`config.mk`:
```
export PLATFORM = sky130hd
export DESIGN_NAME = color_threshold_centroid_top_flat
export DESIGN_NICKNAME = d
export VERILOG_FILES = /design/src/ctc_pkg.sv /design/src/ctc_if.sv /design/src/color_threshold_centroid_top.sv /design/src/flat_wrapper.sv
export VERILOG_INCLUDE_DIRS = /design/src /design/src/src
export SDC_FILE = /design/constraint.sdc
export NUM_CORES = 1
export LEC_CHECK = 0
export BUFFER_PORTS_ARGS = -buffer_cell sky130_fd_sc_hd__buf_2
export CAP_MARGIN = 30
export CORE_UTILIZATION = 35
export DETAILED_ROUTE_END_ITERATION = 16
export GPL_TIMING_DRIVEN = 0
export PLACE_DENSITY = 0.54
export RECOVER_POWER = 100
export SYNTH_ARGS = -nofsm -noshare
export SYNTH_HDL_FRONTEND = slang
export SYNTH_SLANG_ARGS = --single-unit
export TNS_END_PERCENT = 30
```
`constraint.sdc`:
```
create_clock -name clk -period 6.7 [get_ports clk]
set_input_delay 1.005 -clock clk [delete_from_list [all_inputs] [get_ports clk]]
set_output_delay 1.005 -clock clk [all_outputs]
set_load 0.02 [all_outputs]
```
`src/color_threshold_centroid_top_assert.svh`:
```
// Assertion macros shared by the color threshold centroid RTL
`ifndef COLOR_THRESHOLD_CENTROID_TOP_ASSERT_SVH
`define COLOR_THRESHOLD_CENTROID_TOP_ASSERT_SVH

// Check a condition at every clock edge outside reset
`define CTC_ASSERT(label, cond, msg) \
  label: assert property (@(posedge clk) disable iff (!rst_n) (cond)) else $error(msg);

// Check that an antecedent implies a consequent in the same cycle
`define CTC_ASSERT_IMP(label, ante, cons, msg) \
  label: assert property (@(posedge clk) disable iff (!rst_n) (ante) |-> (cons)) else $error(msg);

`endif

```
`src/ctc_pkg.sv`:
```
// Package with widths, constants and sequencer states of the centroid block
`default_nettype none

package ctc_pkg;

  localparam int COLOR_W  = 8;
  localparam int COLUMN_W = 10;
  localparam int CENTER_W = 11;
  localparam int SUM_W    = 32;
  localparam int COUNT_W  = 20;
  localparam int QUOT_W   = 10;
  localparam int DEN_W    = COUNT_W + 3;
  localparam int REM_W    = DEN_W + QUOT_W;
  localparam int CTR_W    = 4;

  localparam logic [COLOR_W-1:0] MARGIN_RESET = 8'd30;
  localparam logic [COUNT_W-1:0] COUNT_MAX    = 20'hFFFFF;
  // 205 / 1024 approximates 1/5 exactly enough for values below 1024
  localparam logic [7:0]         RECIP5       = 8'd205;

  typedef enum logic [3:0] {
    S_IDLE = 4'b0001,
    S_PREP = 4'b0010,
    S_DIV  = 4'b0100,
    S_DONE = 4'b1000
  } state_t;

endpackage

`default_nettype wire

```
`src/ctc_if.sv`:
```
// Handshake interfaces for the pixel input and the result output channels
`default_nettype none

interface ctc_pix_if;
  logic                               valid;
  logic                               ready;
  logic [ctc_pkg::COLOR_W-1:0]        blue;
  logic [ctc_pkg::COLOR_W-1:0]        green;
  logic [ctc_pkg::COLOR_W-1:0]        red;
  logic [ctc_pkg::COLUMN_W-1:0]       column;
  logic                               frame_end;

  modport source (output valid, blue, green, red, column, frame_end, input ready);
  modport sink   (input valid, blue, green, red, column, frame_end, output ready);
endinterface

interface ctc_res_if;
  logic                               valid;
  logic                               ready;
  logic                               mask;
  logic signed [ctc_pkg::CENTER_W-1:0] center;
  logic                               center_updated;
  logic                               frame_done;

  modport source (output valid, mask, center, center_updated, frame_done, input ready);
  modport sink   (input valid, mask, center, center_updated, frame_done, output ready);
endinterface

`default_nettype wire

```
`src/color_threshold_centroid_top.sv`:
```
// Color threshold with column centroid tracking over a pixel stream
//
// Usage: pixels enter on in_ch (BGR, column, frame_end) with a valid/ready
// handshake; one result per pixel leaves on out_ch (mask, center,
// center_updated, frame_done). A pixel is marked when red > green + margin;
// cfg_we/cfg_wdata set the margin and must only be used while idle.
// An ordinary pixel, and a frame end with at most one marked pixel, gives
// its result in the cycle after acceptance, so such pixels stream at one
// per cycle while the receiver keeps up. A frame end with two or more marked
// pixels runs a setup state, a restoring divider that retires one quotient
// bit per cycle and an update state, and in_ch.ready stays low meanwhile.
// Reset clears sum and count, sets the margin to 30 and the center to
// ceil(COLUMNS/2)-1. Results sit in an output register: a new pixel is
// taken while that register is empty or being drained, so a stalled
// receiver stalls the input after one waiting result. No item is lost.
`default_nettype none

module color_threshold_centroid_top #(
  parameter int COLUMNS = 320
) (
  input  wire                          clk,
  input  wire                          rst_n,
  ctc_pix_if.sink                      in_ch,
  ctc_res_if.source                    out_ch,
  input  wire                          cfg_we,
  input  wire [ctc_pkg::COLOR_W-1:0]   cfg_wdata
);

  `include "color_threshold_centroid_top_assert.svh"

  localparam logic signed [ctc_pkg::CENTER_W-1:0] CENTER_RESET =
    ctc_pkg::CENTER_W'((COLUMNS + 1) / 2 - 1);

  ctc_pkg::state_t                     state_r;
  logic [ctc_pkg::COLOR_W-1:0]         margin_r;
  logic [ctc_pkg::SUM_W-1:0]           sum_r;
  logic [ctc_pkg::COUNT_W-1:0]         count_r;
  logic signed [ctc_pkg::CENTER_W-1:0] center_r;
  logic [ctc_pkg::REM_W-1:0]           rem_r;
  logic [ctc_pkg::DEN_W-1:0]           den_r;
  logic [ctc_pkg::QUOT_W-1:0]          q_r;
  logic [ctc_pkg::CTR_W-1:0]           ctr_r;
  logic [7:0]                          div5_r;
  logic                                mask_r;

  logic                                out_valid_r;
  logic                                out_mask_r;
  logic signed [ctc_pkg::CENTER_W-1:0] out_center_r;
  logic                                out_updated_r;
  logic                                out_done_r;

  logic                                accept;
  logic                                mark;
  logic                                acc;
  logic                                start_div;
  logic                                out_load;
  logic [ctc_pkg::SUM_W-1:0]           sum_acc;
  logic [ctc_pkg::COUNT_W-1:0]         count_acc;
  logic [ctc_pkg::DEN_W-1:0]           den5;
  logic [ctc_pkg::REM_W-1:0]           num_init;
  logic [ctc_pkg::REM_W-1:0]           trial;
  logic [17:0]                         prod5;
  logic [7:0]                          div5;
  logic signed [ctc_pkg::CENTER_W-1:0] center_new;

  // Accept a pixel when idle and the output register is free or draining
  assign in_ch.ready = (state_r == ctc_pkg::S_IDLE) && (!out_valid_r || out_ch.ready);
  assign accept      = in_ch.valid && in_ch.ready;

  // Color test and accumulation with saturation at a full count
  assign mark      = {1'b0, in_ch.red} > ({1'b0, in_ch.green} + {1'b0, margin_r});
  assign acc       = mark && (count_r != ctc_pkg::COUNT_MAX);
  assign sum_acc   = sum_r + (acc ? {{(ctc_pkg::SUM_W-ctc_pkg::COLUMN_W){1'b0}}, in_ch.column}
                                  : '0);
  assign count_acc = count_r + {{(ctc_pkg::COUNT_W-1){1'b0}}, acc};

  // Start the divider on a frame end with two or more marked pixels
  assign start_div = in_ch.frame_end && (count_acc > ctc_pkg::COUNT_W'(1));
  assign out_load  = (accept && !start_div) || (state_r == ctc_pkg::S_DONE);

  // Divider setup: den = 5*count, num = 4*sum + den - 1 (sum stays below 2^30)
  assign den5     = {1'b0, count_r, 2'b00} + {3'b000, count_r};
  assign num_init = {sum_r[ctc_pkg::REM_W-3:0], 2'b00}
                  + {{ctc_pkg::QUOT_W{1'b0}}, den5} - ctc_pkg::REM_W'(1);

  // Shared subtract-and-compare unit operand
  assign trial = {{ctc_pkg::QUOT_W{1'b0}}, den_r} << ctr_r;

  // trunc(center/5) by reciprocal multiply; a negative center gives zero
  assign prod5 = {8'b0, center_r[ctc_pkg::COLUMN_W-1:0]} * {10'b0, ctc_pkg::RECIP5};
  assign div5  = center_r[ctc_pkg::CENTER_W-1] ? 8'd0 : prod5[17:10];

  assign center_new = $signed({3'b000, div5_r}) + $signed({1'b0, q_r})
                    - ctc_pkg::CENTER_W'(1);

  // Configuration register
  always_ff @(posedge clk) begin
    if (!rst_n) begin
      margin_r <= ctc_pkg::MARGIN_RESET;
    end else if (cfg_we) begin
      margin_r <= cfg_wdata;
    end
  end

  // Output valid: set on a new result, drop once taken
  always_ff @(posedge clk) begin
    if (!rst_n) begin
      out_valid_r <= 1'b0;
    end else if (out_load) begin
      out_valid_r <= 1'b1;
    end else if (out_ch.ready) begin
      out_valid_r <= 1'b0;
    end
  end

  // Sequencer, accumulators and output register
  always_ff @(posedge clk) begin
    if (!rst_n) begin
      state_r     <= ctc_pkg::S_IDLE;
      sum_r       <= '0;
      count_r     <= '0;
      center_r    <= CENTER_RESET;
      ctr_r       <= '0;
    end else begin
      unique case (state_r)
        ctc_pkg::S_IDLE: begin
          if (accept) begin
            if (start_div) begin
              sum_r   <= sum_acc;
              count_r <= count_acc;
              mask_r  <= mark;
              state_r <= ctc_pkg::S_PREP;
            end else begin
              out_mask_r    <= mark;
              out_center_r  <= center_r;
              out_updated_r <= 1'b0;
              out_done_r    <= in_ch.frame_end;
              sum_r         <= in_ch.frame_end ? '0 : sum_acc;
              count_r       <= in_ch.frame_end ? '0 : count_acc;
            end
          end
        end
        ctc_pkg::S_PREP: begin
          rem_r   <= num_init;
          den_r   <= den5;
          q_r     <= '0;
          ctr_r   <= ctc_pkg::CTR_W'(ctc_pkg::QUOT_W - 1);
          div5_r  <= div5;
          sum_r   <= '0;
          count_r <= '0;
          state_r <= ctc_pkg::S_DIV;
        end
        ctc_pkg::S_DIV: begin
          // retire one quotient bit
          if (rem_r >= trial) begin
            rem_r      <= rem_r - trial;
            q_r[ctr_r] <= 1'b1;
          end
          if (ctr_r == '0) begin
            state_r <= ctc_pkg::S_DONE;
          end else begin
            ctr_r <= ctr_r - ctc_pkg::CTR_W'(1);
          end
        end
        ctc_pkg::S_DONE: begin
          center_r      <= center_new;
          out_mask_r    <= mask_r;
          out_center_r  <= center_new;
          out_updated_r <= 1'b1;
          out_done_r    <= 1'b1;
          state_r       <= ctc_pkg::S_IDLE;
        end
        default: begin
          state_r <= ctc_pkg::S_IDLE;
        end
      endcase
    end
  end

  assign out_ch.valid          = out_valid_r;
  assign out_ch.mask           = out_mask_r;
  assign out_ch.center         = out_center_r;
  assign out_ch.center_updated = out_updated_r;
  assign out_ch.frame_done     = out_done_r;

  // Checks on the sequencer and the divider
  `CTC_ASSERT(a_state_onehot, $onehot(state_r), "sequencer state not one-hot")
  `CTC_ASSERT_IMP(a_busy_not_ready, state_r != ctc_pkg::S_IDLE, !in_ch.ready,
    "pixel accepted while dividing")
  `CTC_ASSERT_IMP(a_div_cleared, state_r == ctc_pkg::S_DIV,
    (sum_r == '0) && (count_r == '0), "accumulators not cleared during divide")
  `CTC_ASSERT_IMP(a_rem_bound, state_r == ctc_pkg::S_DIV,
    rem_r < ({{ctc_pkg::QUOT_W{1'b0}}, den_r} << (ctr_r + ctc_pkg::CTR_W'(1))),
    "divider remainder out of range")
  `CTC_ASSERT_IMP(a_update_at_end, out_ch.valid && out_ch.center_updated,
    out_ch.frame_done, "center updated without frame end")

endmodule

`default_nettype wire

```
`src/flat_wrapper.sv`:
```
// flat-port wrapper written by rule: the top's interface ports become plain ports
module color_threshold_centroid_top_flat 
#(
  parameter int COLUMNS = 320
)
  (clk, rst_n, cfg_we, cfg_wdata, in_ch_valid, in_ch_blue, in_ch_green, in_ch_red, in_ch_column, in_ch_frame_end, in_ch_ready, out_ch_valid, out_ch_mask, out_ch_center, out_ch_center_updated, out_ch_frame_done, out_ch_ready);
  ctc_pix_if in_ch_i ();
  ctc_res_if out_ch_i ();
  input  wire clk;
  input  wire rst_n;
  input  wire cfg_we;
  input  wire [ctc_pkg::COLOR_W-1:0] cfg_wdata;
  input wire logic [$bits(in_ch_i.valid)-1:0] in_ch_valid;
  input wire logic [$bits(in_ch_i.blue)-1:0] in_ch_blue;
  input wire logic [$bits(in_ch_i.green)-1:0] in_ch_green;
  input wire logic [$bits(in_ch_i.red)-1:0] in_ch_red;
  input wire logic [$bits(in_ch_i.column)-1:0] in_ch_column;
  input wire logic [$bits(in_ch_i.frame_end)-1:0] in_ch_frame_end;
  output wire logic [$bits(in_ch_i.ready)-1:0] in_ch_ready;
  output wire logic [$bits(out_ch_i.valid)-1:0] out_ch_valid;
  output wire logic [$bits(out_ch_i.mask)-1:0] out_ch_mask;
  output wire logic [$bits(out_ch_i.center)-1:0] out_ch_center;
  output wire logic [$bits(out_ch_i.center_updated)-1:0] out_ch_center_updated;
  output wire logic [$bits(out_ch_i.frame_done)-1:0] out_ch_frame_done;
  input wire logic [$bits(out_ch_i.ready)-1:0] out_ch_ready;
  assign in_ch_i.valid = in_ch_valid;
  assign in_ch_i.blue = in_ch_blue;
  assign in_ch_i.green = in_ch_green;
  assign in_ch_i.red = in_ch_red;
  assign in_ch_i.column = in_ch_column;
  assign in_ch_i.frame_end = in_ch_frame_end;
  assign in_ch_ready = in_ch_i.ready;
  assign out_ch_valid = out_ch_i.valid;
  assign out_ch_mask = out_ch_i.mask;
  assign out_ch_center = out_ch_i.center;
  assign out_ch_center_updated = out_ch_i.center_updated;
  assign out_ch_frame_done = out_ch_i.frame_done;
  assign out_ch_i.ready = out_ch_ready;
  color_threshold_centroid_top #(.COLUMNS(COLUMNS)) u_core (.clk(clk), .rst_n(rst_n), .in_ch(in_ch_i), .out_ch(out_ch_i), .cfg_we(cfg_we), .cfg_wdata(cfg_wdata));
endmodule
```
==> metrics <==
WS Path Type=flip-flop to flip-flop; leading area contributor after synthesis=edfxtp_1; leakage=7.47 nW; Syn Area/Cell=~8.6 um2; Worst Path Arrival=6.53 ns; Worst Path Required=6.91 ns; vias in the first global route=12500; Worst-Margin Slew=approximately 2.6 ns; Area Growth Syn to Fin=10.9%; worst relative slew slack=-71.7%; Syn Inst Count=1803; Final min period=6.32 ns; Slowest cell on crit path=dfxtp_2; top-area cell type share of the netlist area=17.2%; Tcrit/Tclk final=a little over nine tenths; asr flop ratio synth=0%; Iteration-0 DRC Markers=776; H-tree depth=4; clk_lat worst skew=0.49 ns; layout cells sized above 1=~8%; register area share after synthesis=a little over a quarter; total track usage=roughly 20%; final hold viol count=0; ant diodes=0; Yosys warning count=0; initial antenna violation count=0; grt ovf=0; CTS sink cnt=168; Placed Area=16600 um2; Cell Pwr Density=160 nW/um2; hold_buf cts=0; Max FO, Critical Path=14; wire per inst=around 17 um; clk root buf=clkbuf_16; Seq cells post-synth=168; std cell rows=76; clk slew on worst S/H paths=0.07 ns; Critical Path Source Type=flip-flop; clk_skew=0.0150 ns; via count=~13000; Die H=213 um; post-route DRC violation count=0; non-filler cells, final=2478; Num CTS Buffers=17; Min Hold Slack=0.470 ns; maximum clock insertion buffer count=2; CP max stage delay=~0.57 ns; Final Instance Area=17200 um2; run status=finished, violations left; # setup viols final=0; port bufs=54; crit-path cells=ha_1 > a21o_1 > a21oi_1 > nand2b_1 > a21oi_1 > a221oi_1 > o211a_1 > nor2_1 > a21o_1 > xnor2_1 > ha_1 > inv_1 > ha_1 > clkbuf_1 > and3_1 > and3_1 > a21oi_1 > a21boi_0 > a2111oi_0 > o22ai_1 > o311ai_0 > o21ai_0; failing checks=capacitance limit, slew limit; max cap viols=1; Initial Util=35.7%; first-pass GRT wire length=67400 um; core area=43500 um2; largest net degree at the start of global routing=32; top cell family by delay on the critical path=compound AO/OA/AOI/OAI gates; Critical Path Sink Type=flip-flop; I/O pins=64; Placed Instances=about 2400; top cells by area, synth=edfxtp_1, ha_1, dfxtp_1, inv_1, xnor2_1; die width=approximately 210 um; EDFF count, synth=89; VDD IR max=0.187 mV; CTS tree=built; Synth Flop Type=edfxtp_1; DIE AREA=~45000 um2; Buf/Inv on CP=2; DR vias/cell=5.23; nets=2161; syn nets=~2100; DR pass1 iterations=7; antenna violation net count after detailed routing=0; Hold WC Path Type=flip-flop to flip-flop; GP Congestion=0.879; post-DP HPWL=about 34000 um; fmax=approximately 0.16 GHz; final WL=42700 um; Synth Cell Area=15500 um2; final-report max-slew violation count=32; Synth cell types=84
[tightest hold or removal path, cell delays in order, from the launching register on]
cell,delay [ns]
dfxtp_1,0.33
nand2_1,0.05
o21ai_0,0.06
[kinds of logic (layout without fill, tap and decap cells)]
group | count (synthesis) | after routing | synth area share (%)
adders and majority gates | 233 | 233 | 19.9
muxes | 54 | 54 | 4.36
and+or+nand+nor | 513 | 513 | 16.7
DFF | 168 | 168 | 27.4
buffers and inverters | 269 | 359 | 6.82
AOI/OAI and AO/OA | 445 | 445 | 18.0
xor gates and xnor gates | 121 | 121 | 6.82
[cell usage in the layout (no fill, tap or decap), drive strengths merged, types with 23 or more instances in the layout]
| master | netlist | final |
|---|---|---|
| inv | 213 | 218 |
| ha | 210 | 210 |
| nor2 | 140 | 140 |
| a21oi | 128 | 128 |
| nand2 | 123 | 123 |
| o21ai | 112 | 112 |
| edfxtp | 89 | 89 |
| dfxtp | 79 | 79 |
| xnor2 | 78 | 78 |
| clkbuf | 34 | 75 |
| buf | 20 | 57 |
| a21o | 49 | 49 |
| xor2 | 43 | 43 |
| nor3 | 41 | 41 |
| nand3 | 37 | 37 |
| mux2i | 35 | 35 |
| and2 | 25 | 25 |
| and3 | 24 | 24 |
| o21a | 24 | 24 |
| fa | 23 | 23 |
[sequential cells by signal, indices dropped and copies added, names as in the netlist, 4 cells and up]
register,count
u_core.center_r,11
u_core.count_r,20
u_core.margin_r,8
u_core.den_r,23
u_core.ctr_r,4
u_core.out_ch.center,11
u_core.sum_r,31
u_core.div5_r,8
u_core.state_r,4
u_core.q_r,10
u_core.rem_r,33
[report_power, final]
| group | switching, W | total [W] | internal [W] |
|---|---|---|---|
| registers | 0.00000724 | 0.00112 | 0.00112 |
| clock network | 0.000477 | 0.00107 | 0.000592 |
| logic | 0.000325 | 0.000559 | 0.000234 |
| total | 0.000809 | 0.00275 | 0.00194 |
[metrics by stage]
step                      power, W  setup slack (ns)  TNS (ns)  util, %
final                      0.00275             0.378         0     39.6
after floorplan            0.00154             0.196         0        -
after CTS                  0.00278            0.0685         0     39.7
after global routing       0.00288          -0.00541  -0.00541     39.6
after global placement     0.00169             -2.37   -134.20     38.0
after detailed placement   0.00170            -0.859    -28.75     38.2
[cell type report]
class / count / area (um2)
plain buffers: 54 / 250
clock buffers: 20 / 437
clock inverters: 12 / 166
fillers: 4432 / 26200
inverters: 215 / 810
multi-input cells: 1366 / 10300
flip-flops and latches: 168 / 4260
well taps: 585 / 732
repair buffers: 58 / 312
[cells in the mapped netlist, drive strengths merged (25+ instances only)]
| master | instances |
|---|---|
| nor3 | 41 |
| inv | 213 |
| clkbuf | 34 |
| nor2 | 140 |
| mux2i | 35 |
| nand3 | 37 |
| a21o | 49 |
| xor2 | 43 |
| and2 | 25 |
| edfxtp | 89 |
| ha | 210 |
| xnor2 | 78 |
| o21ai | 112 |
| nand2 | 123 |
| dfxtp | 79 |
| a21oi | 128 |
[path summary, 6_finish.rpt]
| kind | slack, ns | startpoint | depth (start not counted) | end |
|---|---|---|---|---|
| setup reg to reg | 0.38 | u_core.count_r[1] | 22 | u_core.rem_r[28] |
| setup / recovery | 0.38 | u_core.count_r[1] | 22 | u_core.rem_r[28] |
| hold / removal | 0.47 | u_core.sum_r[20] | 2 | u_core.sum_r[20] |
| hold reg to reg | 0.47 | u_core.sum_r[20] | 2 | u_core.sum_r[20] |
[metal layers]
layer / track usage, % / part of all wire (%)
met4: 10.1 / 4.3
met5: 0 / 0
met3: 3.25 / 4.1
met1: 26.1 / 48
met2: 30.3 / 44
[repair_timing]
item                       4_1_cts  5_1_grt
pin swaps                        1        0
resized for setup                1        9
buffers inserted                 1        0
setup endpoints to repair       14       66
No activity file was read; power rests on OpenSTA's default activity.
